## config.mk

```make
export PLATFORM = sky130hd
export DESIGN_NAME = first_fit_heap_allocator
export DESIGN_NICKNAME = d
export VERILOG_FILES = /design/src/rtl/ffha_pkg.sv /design/src/rtl/ffha_table.sv /design/src/rtl/first_fit_heap_allocator.sv
export SDC_FILE = /design/constraint.sdc
export NUM_CORES = 2
export LEC_CHECK = 0
export BUFFER_PORTS_ARGS = -buffer_cell sky130_fd_sc_hd__buf_2
export CAP_MARGIN = 10
export CORE_ASPECT_RATIO = 2
export CORE_MARGIN = 3
export CORE_UTILIZATION = 40
export CTS_CLUSTER_DIAMETER = 100
export CTS_CLUSTER_SIZE = 20
export DETAILED_ROUTE_END_ITERATION = 12
export MAX_ROUTING_LAYER = met4
export PLACE_DENSITY = 0.61
export SLEW_MARGIN = 20
export SYNTH_ARGS = -nofsm -noshare
export SYNTH_HDL_FRONTEND = slang
export SYNTH_SLANG_ARGS = --single-unit
```

## constraint.sdc

```tcl
create_clock -name clock -period 31.2 [get_ports clock]
set_input_delay 0 -clock clock [delete_from_list [all_inputs] [get_ports clock]]
set_output_delay 0 -clock clock [all_outputs]
set_load 0.005 [all_outputs]
```

## src/rtl/ffha_pkg.sv

```systemverilog
// ffha_pkg: shared types and codes for the first-fit heap allocator.
// Used by first_fit_heap_allocator and ffha_table; depends on nothing.
package ffha_pkg;

   localparam logic [1:0] OP_ALLOC  = 2'd0;
   localparam logic [1:0] OP_FREE   = 2'd1;
   localparam logic [1:0] OP_RESIZE = 2'd2;
   localparam logic [1:0] OP_UNUSED = 2'd3;

   localparam logic [1:0] ST_OK      = 2'd0;
   localparam logic [1:0] ST_LIMIT   = 2'd1;
   localparam logic [1:0] ST_FULL    = 2'd2;
   localparam logic [1:0] ST_UNKNOWN = 2'd3;

   typedef enum logic [3:0] {
      S_IDLE,
      S_ROUND,
      S_ALIGN,
      S_DISPATCH,
      S_SEARCH,
      S_FIND,
      S_RSZ,
      S_RSZ_NEXT,
      S_FREE,
      S_RESP
   } state_type;

   typedef enum logic [1:0] {
      TBL_NONE,
      TBL_SET_TOTAL,
      TBL_INSERT,
      TBL_REMOVE
   } tbl_op_type;

   typedef struct packed {
      tbl_op_type op;
   } tbl_cmd_type;

endpackage

```

## src/rtl/ffha_table.sv

```systemverilog
// ffha_table: address-ordered block table (start, total) with entry count.
// One read port; insert / remove shift the entries in place. Depends on ffha_pkg.
module ffha_table
   import ffha_pkg::*;
#(
   parameter int MAX_BLOCKS = 16,
   parameter int WW         = 28,
   parameter int HDR_TOTAL  = 24
) (
   input  logic                            clock,
   input  logic                            reset,
   input  tbl_cmd_type                     cmd,
   input  logic [$clog2(MAX_BLOCKS)-1:0]   wr_idx,
   input  logic [WW-1:0]                   wr_start,
   input  logic [WW-1:0]                   wr_total,
   input  logic [$clog2(MAX_BLOCKS)-1:0]   rd_idx,
   output logic [WW-1:0]                   rd_start,
   output logic [WW-1:0]                   rd_total,
   output logic [$clog2(MAX_BLOCKS+1)-1:0] count
);

   localparam int IW = $clog2(MAX_BLOCKS);
   localparam int CW = $clog2(MAX_BLOCKS + 1);

   logic [WW-1:0] start_ff [MAX_BLOCKS];
   logic [WW-1:0] total_ff [MAX_BLOCKS];
   logic [CW-1:0] count_ff;

   assign rd_start = start_ff[rd_idx];
   assign rd_total = total_ff[rd_idx];
   assign count    = count_ff;

   always_ff @(posedge clock) begin
      if (reset) begin
         count_ff    <= CW'(1);
         start_ff[0] <= '0;
         total_ff[0] <= WW'(HDR_TOTAL);
      end else begin
         unique case (cmd.op)
            TBL_SET_TOTAL: begin
               total_ff[wr_idx] <= wr_total;
            end
            TBL_INSERT: begin
               for (int j = 1; j < MAX_BLOCKS; j++) begin
                  if (IW'(j) == wr_idx) begin
                     start_ff[j] <= wr_start;
                     total_ff[j] <= wr_total;
                  end else if (IW'(j) > wr_idx && CW'(j) <= count_ff) begin
                     start_ff[j] <= start_ff[j-1];
                     total_ff[j] <= total_ff[j-1];
                  end
               end
               count_ff <= count_ff + CW'(1);
            end
            TBL_REMOVE: begin
               for (int j = 1; j < MAX_BLOCKS - 1; j++) begin
                  if (IW'(j) >= wr_idx) begin
                     start_ff[j] <= start_ff[j+1];
                     total_ff[j] <= total_ff[j+1];
                  end
               end
               count_ff <= count_ff - CW'(1);
            end
            default: begin
            end
         endcase
      end
   end

`ifndef NO_ASSERTIONS
   a_count_range: assert property (@(posedge clock) disable iff (reset)
      count_ff >= CW'(1) && count_ff <= CW'(MAX_BLOCKS))
      else $error("table count out of range");
   a_insert_count: assert property (@(posedge clock) disable iff (reset)
      cmd.op == TBL_INSERT |=> count_ff == $past(count_ff) + CW'(1))
      else $error("insert did not grow table");
   a_remove_count: assert property (@(posedge clock) disable iff (reset)
      cmd.op == TBL_REMOVE |=> count_ff == $past(count_ff) - CW'(1))
      else $error("remove did not shrink table");
`endif

endmodule

```

## src/rtl/first_fit_heap_allocator.sv

```systemverilog
// first_fit_heap_allocator: first-fit heap allocator, top level and sequencer.
// Instantiates ffha_table; depends on ffha_pkg.
//
//   channel | dir | transfer content
//   req     | in  | tuser operation, tdata request_size / block_address
//   rsp     | out | tuser status / copy_needed, tdata address / length / break
//   csr     | in  | heap_limit write
//
// A transfer runs alignment rounding (reciprocal multiply for a non power of two
// alignment), then a walk of the table one entry per cycle through its single
// read port, and then waits out any response stall.
// Reset is synchronous; the table holds only the sentinel afterwards.
// req_tready is low from accept until the response transfer completes.
module first_fit_heap_allocator
   import ffha_pkg::*;
#(
   parameter int MAX_BLOCKS   = 16,
   parameter int ADDR_BITS    = 20,
   parameter int ALIGN_BYTES  = 8,
   parameter int HEADER_BYTES = 24
) (
   input  logic                                  clock,
   input  logic                                  reset,
   input  logic                                  csr_wr_en,
   input  logic [ADDR_BITS:0]                    csr_wr_data,
   input  logic                                  req_tvalid,
   output logic                                  req_tready,
   // request_size, block_address
   input  logic [((2*ADDR_BITS+7)/8)*8-1:0]      req_tdata,
   // operation
   input  logic [1:0]                            req_tuser,
   output logic                                  rsp_tvalid,
   input  logic                                  rsp_tready,
   // result_address, copy_length, break_value
   output logic [((3*ADDR_BITS+1+7)/8)*8-1:0]    rsp_tdata,
   // status, copy_needed
   output logic [2:0]                            rsp_tuser
);

   localparam int IW        = $clog2(MAX_BLOCKS);
   localparam int CW        = $clog2(MAX_BLOCKS + 1);
   localparam int WW        = ADDR_BITS + 8;
   localparam int NX        = ADDR_BITS + 1;
   localparam int SH        = NX + $clog2(ALIGN_BYTES);
   localparam int RW        = $clog2(2 * ALIGN_BYTES) + 1;
   localparam int OUT_W     = ((3*ADDR_BITS+1+7)/8)*8;
   localparam int HDR_TOTAL = ((HEADER_BYTES + ALIGN_BYTES - 1) / ALIGN_BYTES) * ALIGN_BYTES;
   localparam bit POW2      = (ALIGN_BYTES & (ALIGN_BYTES - 1)) == 0;
   localparam logic [NX:0] RECIP =
      (NX+1)'(((64'd1 << SH) + 64'(ALIGN_BYTES) - 64'd1) / 64'(ALIGN_BYTES));
   localparam logic [WW-1:0] AMASK = WW'(ALIGN_BYTES - 1);
   localparam logic [WW-1:0] CAP   = WW'(1) << ADDR_BITS;
   localparam logic [WW-1:0] HDR   = WW'(HEADER_BYTES);

   state_type state_ff, state_in;
   logic [1:0]           op_ff, op_in;
   logic [ADDR_BITS-1:0] size_ff, size_in, addr_ff, addr_in;
   logic [WW-1:0]        need_ff, need_in, prev_ff, prev_in;
   logic [WW-1:0]        oldt_ff, oldt_in, starti_ff, starti_in;
   logic [WW-1:0]        res_ff, res_in, clen_ff, clen_in, brk_ff, brk_in;
   logic [CW-1:0]        idx_ff, idx_in, fidx_ff, fidx_in;
   logic [1:0]           status_ff, status_in;
   logic                 copy_ff, copy_in, mv_ff, mv_in;
   logic [ADDR_BITS:0]   limit_ff;
   logic [RW-1:0]        rem_ff, rem_in;
   logic [NX-1:0]        quot_ff, quot_in, rnd_x;
   logic [2*NX:0]        prod;

   tbl_cmd_type    cmd;
   logic [IW-1:0]  wr_idx, rd_idx;
   logic [WW-1:0]  wr_start, rd_start, rd_total, lim, tsum, nb;
   logic [CW-1:0]  cnt, cnt_m1;
   logic           ins_go, alloc_go;
   logic [CW-1:0]  ins_pos;

   ffha_table #(
      .MAX_BLOCKS (MAX_BLOCKS),
      .WW         (WW),
      .HDR_TOTAL  (HDR_TOTAL)
   ) u_table (
      .clock    (clock),
      .reset    (reset),
      .cmd      (cmd),
      .wr_idx   (wr_idx),
      .wr_start (wr_start),
      .wr_total (need_ff),
      .rd_idx   (rd_idx),
      .rd_start (rd_start),
      .rd_total (rd_total),
      .count    (cnt)
   );

   assign cnt_m1 = cnt - CW'(1);
   assign lim    = (WW'(limit_ff) < CAP) ? WW'(limit_ff) : CAP;
   assign tsum   = WW'(size_ff) + HDR;
   assign nb     = brk_ff - oldt_ff + need_ff;
   // rounded-up quotient by the alignment
   assign rnd_x  = NX'(tsum + WW'(ALIGN_BYTES - 1));
   assign prod   = (2*NX+1)'(rnd_x) * (2*NX+1)'(RECIP);

   assign req_tready = (state_ff == S_IDLE);
   assign rsp_tvalid = (state_ff == S_RESP);
   assign rsp_tdata  = OUT_W'({brk_ff[ADDR_BITS:0], clen_ff[ADDR_BITS-1:0],
                               res_ff[ADDR_BITS-1:0]});
   assign rsp_tuser  = {copy_ff, status_ff};

   always_ff @(posedge clock) begin
      if (reset) begin
         state_ff <= S_IDLE;
         brk_ff   <= WW'(HDR_TOTAL);
         limit_ff <= (ADDR_BITS+1)'(1) << ADDR_BITS;
      end else begin
         state_ff <= state_in;
         brk_ff   <= brk_in;
         if (csr_wr_en) begin
            limit_ff <= csr_wr_data;
         end
      end
      op_ff     <= op_in;
      size_ff   <= size_in;
      addr_ff   <= addr_in;
      need_ff   <= need_in;
      prev_ff   <= prev_in;
      oldt_ff   <= oldt_in;
      starti_ff <= starti_in;
      res_ff    <= res_in;
      clen_ff   <= clen_in;
      idx_ff    <= idx_in;
      fidx_ff   <= fidx_in;
      status_ff <= status_in;
      copy_ff   <= copy_in;
      mv_ff     <= mv_in;
      rem_ff    <= rem_in;
      quot_ff   <= quot_in;
   end

   always_comb begin
      state_in  = state_ff;
      op_in     = op_ff;
      size_in   = size_ff;
      addr_in   = addr_ff;
      need_in   = need_ff;
      prev_in   = prev_ff;
      oldt_in   = oldt_ff;
      starti_in = starti_ff;
      res_in    = res_ff;
      clen_in   = clen_ff;
      brk_in    = brk_ff;
      idx_in    = idx_ff;
      fidx_in   = fidx_ff;
      status_in = status_ff;
      copy_in   = copy_ff;
      mv_in     = mv_ff;
      rem_in    = rem_ff;
      quot_in   = quot_ff;
      cmd.op    = TBL_NONE;
      wr_idx    = fidx_ff[IW-1:0];
      wr_start  = prev_ff;
      rd_idx    = idx_ff[IW-1:0];
      ins_go    = 1'b0;
      ins_pos   = idx_ff;
      alloc_go  = 1'b0;

      unique case (state_ff)
         S_IDLE: begin
            if (req_tvalid) begin
               op_in     = req_tuser;
               size_in   = req_tdata[ADDR_BITS-1:0];
               addr_in   = req_tdata[2*ADDR_BITS-1:ADDR_BITS];
               res_in    = '0;
               clen_in   = '0;
               status_in = ST_OK;
               copy_in   = 1'b0;
               mv_in     = 1'b0;
               rem_in    = '0;
               state_in  = S_ROUND;
            end
         end
         S_ROUND: begin
            if (POW2) begin
               rem_in = RW'(tsum & AMASK);
            end else begin
               quot_in = NX'(prod >> SH);
            end
            state_in = S_ALIGN;
         end
         S_ALIGN: begin
            if (POW2) begin
               need_in = (rem_ff != '0) ? tsum + WW'(ALIGN_BYTES) - WW'(rem_ff) : tsum;
            end else begin
               need_in = WW'(quot_ff) * WW'(ALIGN_BYTES);
            end
            state_in = S_DISPATCH;
         end
         S_DISPATCH: begin
            if (op_ff == OP_ALLOC || (op_ff == OP_RESIZE && addr_ff == '0)) begin
               alloc_go = 1'b1;
            end else if (op_ff == OP_FREE || op_ff == OP_RESIZE) begin
               if (addr_ff == '0) begin
                  state_in = S_RESP;
               end else begin
                  idx_in   = CW'(1);
                  state_in = S_FIND;
               end
            end else begin
               state_in = S_RESP;
            end
         end
         S_SEARCH: begin
            if (idx_ff == cnt) begin
               if (brk_ff + need_ff > lim) begin
                  status_in = ST_LIMIT;
                  state_in  = S_RESP;
               end else begin
                  ins_go   = 1'b1;
                  ins_pos  = cnt;
                  wr_start = brk_ff;
                  res_in   = brk_ff + HDR;
                  brk_in   = brk_ff + need_ff;
               end
            end else if (idx_ff == '0) begin
               prev_in = rd_start + rd_total;
               idx_in  = idx_ff + CW'(1);
            end else if (prev_ff <= rd_start && rd_start - prev_ff >= need_ff) begin
               ins_go = 1'b1;
               res_in = prev_ff + HDR;
            end else begin
               prev_in = rd_start + rd_total;
               idx_in  = idx_ff + CW'(1);
            end
         end
         S_FIND: begin
            if (idx_ff == cnt) begin
               status_in = ST_UNKNOWN;
               state_in  = S_RESP;
            end else if (rd_start + HDR == WW'(addr_ff)) begin
               fidx_in   = idx_ff;
               oldt_in   = rd_total;
               starti_in = rd_start;
               state_in  = (op_ff == OP_RESIZE && size_ff != '0) ? S_RSZ : S_FREE;
            end else begin
               idx_in = idx_ff + CW'(1);
            end
         end
         S_RSZ: begin
            if (need_ff == oldt_ff) begin
               res_in   = WW'(addr_ff);
               state_in = S_RESP;
            end else if (fidx_ff == cnt_m1) begin
               if (need_ff > oldt_ff && nb > lim) begin
                  status_in = ST_LIMIT;
               end else begin
                  cmd.op = TBL_SET_TOTAL;
                  brk_in = nb;
                  res_in = WW'(addr_ff);
               end
               state_in = S_RESP;
            end else if (need_ff < oldt_ff) begin
               cmd.op   = TBL_SET_TOTAL;
               res_in   = WW'(addr_ff);
               state_in = S_RESP;
            end else begin
               state_in = S_RSZ_NEXT;
            end
         end
         S_RSZ_NEXT: begin
            rd_idx = IW'(fidx_ff + CW'(1));
            if (starti_ff + need_ff <= rd_start) begin
               cmd.op   = TBL_SET_TOTAL;
               res_in   = WW'(addr_ff);
               state_in = S_RESP;
            end else begin
               mv_in    = 1'b1;
               alloc_go = 1'b1;
            end
         end
         S_FREE: begin
            if (fidx_ff == cnt_m1) begin
               brk_in = (oldt_ff <= brk_ff) ? brk_ff - oldt_ff : '0;
            end
            cmd.op   = TBL_REMOVE;
            state_in = S_RESP;
         end
         S_RESP: begin
            if (rsp_tready) begin
               state_in = S_IDLE;
            end
         end
         default: begin
            state_in = S_IDLE;
         end
      endcase

      if (alloc_go) begin
         if (size_ff == '0) begin
            state_in = S_RESP;
         end else if (cnt >= CW'(MAX_BLOCKS)) begin
            status_in = ST_FULL;
            state_in  = S_RESP;
         end else begin
            idx_in   = '0;
            state_in = S_SEARCH;
         end
      end

      if (ins_go) begin
         cmd.op = TBL_INSERT;
         wr_idx = ins_pos[IW-1:0];
         if (mv_ff) begin
            copy_in  = 1'b1;
            clen_in  = oldt_ff - HDR;
            fidx_in  = (ins_pos <= fidx_ff) ? fidx_ff + CW'(1) : fidx_ff;
            state_in = S_FREE;
         end else begin
            state_in = S_RESP;
         end
      end
   end

`ifndef NO_ASSERTIONS
   a_break_cap: assert property (@(posedge clock) disable iff (reset)
      brk_ff <= CAP)
      else $error("break beyond address space");
   a_accept_starts: assert property (@(posedge clock) disable iff (reset)
      req_tvalid && req_tready |=> state_ff == S_ROUND)
      else $error("accepted transfer did not start");
   a_copy_moved: assert property (@(posedge clock) disable iff (reset)
      rsp_tvalid && copy_ff |-> status_ff == ST_OK && op_ff == OP_RESIZE)
      else $error("copy flagged outside a moving resize");
`endif

endmodule
```

==> impl_metrics.prom <==
# TYPE chip_impl_metric gauge
chip_impl_metric{name="ioPinCount",unit=""} 137
chip_impl_metric{name="timing.max_cap.violations",unit=""} 0
chip_impl_metric{name="max-vdd-ir-drop",unit="mV"} 0.0544
chip_impl_info{name="critPathLaunch",value="state_ff[0]$_SDFFE_PP0P_"} 1
chip_impl_metric{name="post_synth_mux_area_share",unit=""} 0.106
chip_impl_metric{name="timing_hold_violations_final",unit=""} 0
chip_impl_metric{name="cts_made_buffers",unit=""} 66
chip_impl_metric{name="p_int",unit="mW"} 2.61
chip_impl_metric{name="gr-usage-all-layers",unit=""} 0.342
chip_impl_metric{name="vias_per_cell",unit=""} 6.69
chip_impl_metric{name="synthesis_stage_register_bit_count",unit=""} 1127
chip_impl_metric{name="timing.reg2reg.worst_path_depth",unit=""} 36
chip_impl_metric{name="final.period_utilization",unit=""} 0.413
chip_impl_metric{name="syn_inst",unit=""} 7292
chip_impl_metric{name="leakagePower",unit="nW"} 31.0
chip_impl_metric{name="placement_rows",unit=""} 222
chip_impl_metric{name="fp.dieH",unit="um"} 612
chip_impl_metric{name="grt_max_degree",unit=""} 247
chip_impl_metric{name="globalplace.congestion",unit=""} 1.08
chip_impl_info{name="synth_flop_cell",value="sky130_fd_sc_hd__edfxtp_1"} 1
chip_impl_metric{name="drt-wirelength-per-cell",unit="um"} 33.4
chip_impl_metric{name="detailedRoute.firstIterationViolations",unit=""} 8440
chip_impl_metric{name="setup_viol",unit=""} 0
chip_impl_metric{name="htreeDepth",unit=""} 3
chip_impl_info{name="r2r-end",value="u_table.start_ff[4][17]$_DFFE_PP_"} 1
chip_impl_metric{name="globalRoute.totalOverflow",unit=""} 0
chip_impl_metric{name="die-width",unit="um"} 309
chip_impl_metric{name="floorplan.initialDensity",unit=""} 0.402
chip_impl_metric{name="design.die.area",unit="um2"} 189000
chip_impl_metric{name="cts_repair_resize_count",unit=""} 0
chip_impl_metric{name="fillerInstances",unit=""} 17260
chip_impl_metric{name="regArea",unit="um2"} 33000
chip_impl_metric{name="clock_sink_count",unit=""} 1127
chip_impl_metric{name="number_of_global_route_vias_before_repair",unit=""} 63209
chip_impl_metric{name="cts.hold.buffers_added",unit=""} 114
chip_impl_metric{name="yosys_warnings",unit=""} 0
chip_impl_metric{name="fin_hold_ws",unit="ps"} 31.8
chip_impl_metric{name="worst_setup_hold_path_clk_slew",unit="ps"} 100
chip_impl_metric{name="dp_hpwl",unit="um"} 219000
chip_impl_metric{name="power_density",unit="nW/um2"} 50.0
chip_impl_metric{name="proportion_of_synthesized_chip_area_in_sequential_cells",unit=""} 0.449
chip_impl_metric{name="grt_antenna_before_repair",unit=""} 9
chip_impl_metric{name="power_frac_clock",unit=""} 0.239
chip_impl_info{name="clock_tree.root_cell",value="sky130_fd_sc_hd__clkbuf_16"} 1
chip_impl_metric{name="syn_area_per_cell",unit="um2"} 10.1
chip_impl_metric{name="reg2reg_setup_slack",unit="ps"} 18320
chip_impl_metric{name="multi_input_area",unit="um2"} 38100
chip_impl_metric{name="data_required_time_of_the_worst_path",unit="ps"} 31590
chip_impl_metric{name="placement.io_buffers",unit=""} 133
chip_impl_info{name="synth_top_family_by_area",value="compound AO/OA/AOI/OAI gates"} 1
chip_impl_metric{name="post-route-min-period",unit="ps"} 12880
chip_impl_info{name="layout_common_cells",value="1,041 x sky130_fd_sc_hd__edfxtp_1, 829 x sky130_fd_sc_hd__nand2_1, 708 x sky130_fd_sc_hd__nor2_1, 521 x sky130_fd_sc_hd__a21oi_1, 429 x sky130_fd_sc_hd__o21ai_0"} 1
chip_impl_metric{name="fin_worst_skew",unit="ps"} 35.9
chip_impl_metric{name="drc",unit=""} 0
chip_impl_metric{name="max_slew.worst_pin.slew",unit="ps"} 1260
chip_impl_metric{name="maxSlewViolCount",unit=""} 0
chip_impl_metric{name="syn2layout_area_growth",unit="%"} 9.22
chip_impl_metric{name="net-switching-power",unit="mW"} 1.41
chip_impl_info{name="startpoint_type",value="flip-flop"} 1
chip_impl_info{name="crit_type",value="reg -> reg"} 1
chip_impl_info{name="status",value="complete, no violations"} 1
chip_impl_metric{name="synth.cell_area",unit="um2"} 73500
chip_impl_metric{name="seqPwrFrac",unit=""} 0.432
chip_impl_metric{name="sw_share",unit=""} 0.351
chip_impl_metric{name="setup-tns-final",unit="ps"} 0
chip_impl_info{name="layout.cells.most_common",value="sky130_fd_sc_hd__edfxtp_1"} 1
chip_impl_metric{name="wire_length_of_the_first_global_routing_pass",unit="um"} 454000
chip_impl_metric{name="ant_nets",unit=""} 0
chip_impl_metric{name="yosys.cell_types.count",unit=""} 115
chip_impl_metric{name="dr.pass1.iters",unit=""} 7
chip_impl_metric{name="clk_path_buf_depth",unit=""} 3
chip_impl_metric{name="comb_power_share",unit=""} 0.329
chip_impl_info{name="rsz0062_at_grt",value="false"} 1
chip_impl_metric{name="vias",unit=""} 64751
chip_impl_metric{name="core",unit="um2"} 183000
chip_impl_metric{name="critPathMaxStageDelay",unit="ps"} 850
chip_impl_metric{name="worst_ep_arrival_time",unit="ps"} 13280
chip_impl_metric{name="synth_compound_gate_area_share",unit=""} 0.189
chip_impl_info{name="crit-reg2reg-launch",value="state_ff[0]$_SDFFE_PP0P_"} 1
chip_impl_info{name="hold_path_class",value="in -> reg"} 1
chip_impl_metric{name="final_layout_size_suffix_gt1_frac",unit=""} 0.103
chip_impl_metric{name="critPathMaxFanout",unit=""} 43
chip_impl_metric{name="fin_nets",unit=""} 7704
chip_impl_metric{name="synthSimpleGateAreaFrac",unit=""} 0.125
chip_impl_metric{name="clock_latency",unit="ps"} 700
chip_impl_metric{name="cts_setup_buffers",unit=""} 0
chip_impl_info{name="critPathSlowestCell",value="sky130_fd_sc_hd__or2_4"} 1
chip_impl_info{name="timing.critical_path.to",value="u_table.start_ff[4][17]$_DFFE_PP_"} 1
chip_impl_info{name="crit_path_end_kind",value="flip-flop"} 1
chip_impl_metric{name="clock.fmax",unit="MHz"} 77.6
chip_impl_metric{name="synth_async_sr_flop_share",unit=""} 0
chip_impl_metric{name="xor_xnor_share_of_the_synthesized_area",unit=""} 0.0288
chip_impl_metric{name="routed_wirelength",unit="um"} 323000
chip_impl_metric{name="relSlewSlack",unit=""} 0.154
chip_impl_metric{name="synth-edff-count",unit=""} 1041
chip_impl_info{name="cts_tree",value="built"} 1
chip_impl_metric{name="yosys.area_share.adder",unit=""} 0.0589
Yosys cell counts (52+ instances only):
library cell               number  share of area
sky130_fd_sc_hd__o22ai_1      113         0.0096
sky130_fd_sc_hd__o21ai_0      460          0.031
sky130_fd_sc_hd__nor2_1       715          0.036
sky130_fd_sc_hd__a22oi_1      131          0.013
sky130_fd_sc_hd__xor2_1        67         0.0080
sky130_fd_sc_hd__a31oi_1       97         0.0083
sky130_fd_sc_hd__xnor2_1      172          0.020
sky130_fd_sc_hd__a222oi_1      59         0.0080
sky130_fd_sc_hd__a21oi_1      525          0.036
sky130_fd_sc_hd__clkbuf_1     375          0.019
sky130_fd_sc_hd__mux2i_1      426          0.058
sky130_fd_sc_hd__dfxtp_1       86          0.023
sky130_fd_sc_hd__a21o_1       168          0.017
sky130_fd_sc_hd__ha_1         335          0.057
sky130_fd_sc_hd__nand2_1      831          0.042
sky130_fd_sc_hd__a221o_1      123          0.017
sky130_fd_sc_hd__nand4_1       52         0.0044
sky130_fd_sc_hd__a211oi_1      75         0.0077
sky130_fd_sc_hd__buf_2         57         0.0039
sky130_fd_sc_hd__nand3_1       98         0.0067
sky130_fd_sc_hd__nor3_1       105         0.0071
sky130_fd_sc_hd__inv_1        242          0.012
sky130_fd_sc_hd__edfxtp_1    1041           0.43
sky130_fd_sc_hd__mux4_2       130          0.040
kinds of logic (layout without fill, tap and decap cells):
| family | after synthesis | count (layout) |
|---|---|---|
| mux | 600 | 600 |
| compound gates | 2109 | 2109 |
| flops | 1127 | 1127 |
| xor+xnor | 240 | 240 |
| buf+inv | 777 | 798 |
| fa+ha+maj | 342 | 342 |
| other cells | 1 | 11 |
| simple gates | 2096 | 2096 |
sequential cells by signal (all words and copies together) (netlist names), 3 cells and up:
signal            flops
addr_ff              20
brk_ff               28
clen_ff              20
fidx_ff               5
idx_ff                5
limit_ff             21
need_ff              23
oldt_ff              28
prev_ff              28
rem_ff                3
res_ff               20
size_ff              20
starti_ff            28
state_ff              4
u_table.count         5
u_table.start_ff    420
u_table.total_ff    443
worst max-delay path: cells and delay by family, from the launching register on:
kind | cells | cell delay [ps]
flip-flops | 1 | 770
adder cells (fa/ha/maj) | 2 | 690
AO/OA/AOI/OAI | 17 | 3770
XOR/XNOR | 1 | 140
AND/OR/NAND/NOR | 9 | 3840
multiplexers | 1 | 300
buffers and inverters | 6 | 2850
worst min path at each step:
stage,endpoint,depth (start not counted),from
finish,size_ff[0]$_DFFE_PP_,2,req_tdata[0]
global route,size_ff[0]$_DFFE_PP_,2,req_tdata[0]
CTS,size_ff[0]$_DFFE_PP_,2,req_tdata[0]
detailed placement,addr_ff[7]$_DFFE_PP_,1,req_tdata[27]
global placement,size_ff[6]$_DFFE_PP_,1,req_tdata[6]
floorplan,addr_ff[0]$_DFFE_PP_,0,req_tdata[20]
metal layers:
metal	track usage	share of wire	vias to the layer above	wire length, um
li1	-	-	27452	-
met1	0.355	0.33	31558	105000
met2	0.548	0.47	4316	152000
met3	0.0573	0.085	1425	27600
met4	0.324	0.12	0	38700
met5	-	0	-	0
stage by stage:
step / cells / power (mW) / utilization / instance area [um2] / setup slack [ps]
global route: 9673 / 4.15 / 0.439 / 80300 / 17920
finish: 9675 / 4.01 / 0.439 / 80300 / 18320
detailed placement: 9462 / 3.04 / 0.422 / 77200 / 18650
global placement: 9462 / 3.02 / 0.422 / 77100 / 18810
floorplan: 7294 / 2.61 / - / 73500 / 18680
CTS: 9665 / 3.99 / 0.439 / 80200 / 18590
layout make-up:
cell class | count | share of cell area
multi-input cells | 5390 | 0.475
flip-flops and latches | 1127 | 0.411
repair buffers | 460 | 0.0431
well taps | 2352 | 0.0366
clock buffers | 83 | 0.0222
inverters | 249 | 0.0117
clock inverters | 6 | 0.000919
diodes | 8 | 0.000249
power groups by stage:
stage / registers [mW] / clock network [mW] / logic (mW)
after floorplan: 1.75 / 0 / 0.855
after global placement: 1.77 / 0 / 1.26
after detailed placement: 1.77 / 0 / 1.27
after CTS: 1.73 / 0.967 / 1.29
after global routing: 1.73 / 1.01 / 1.41
final: 1.73 / 0.960 / 1.32
Note: power is estimated with default switching activity, not from simulation.
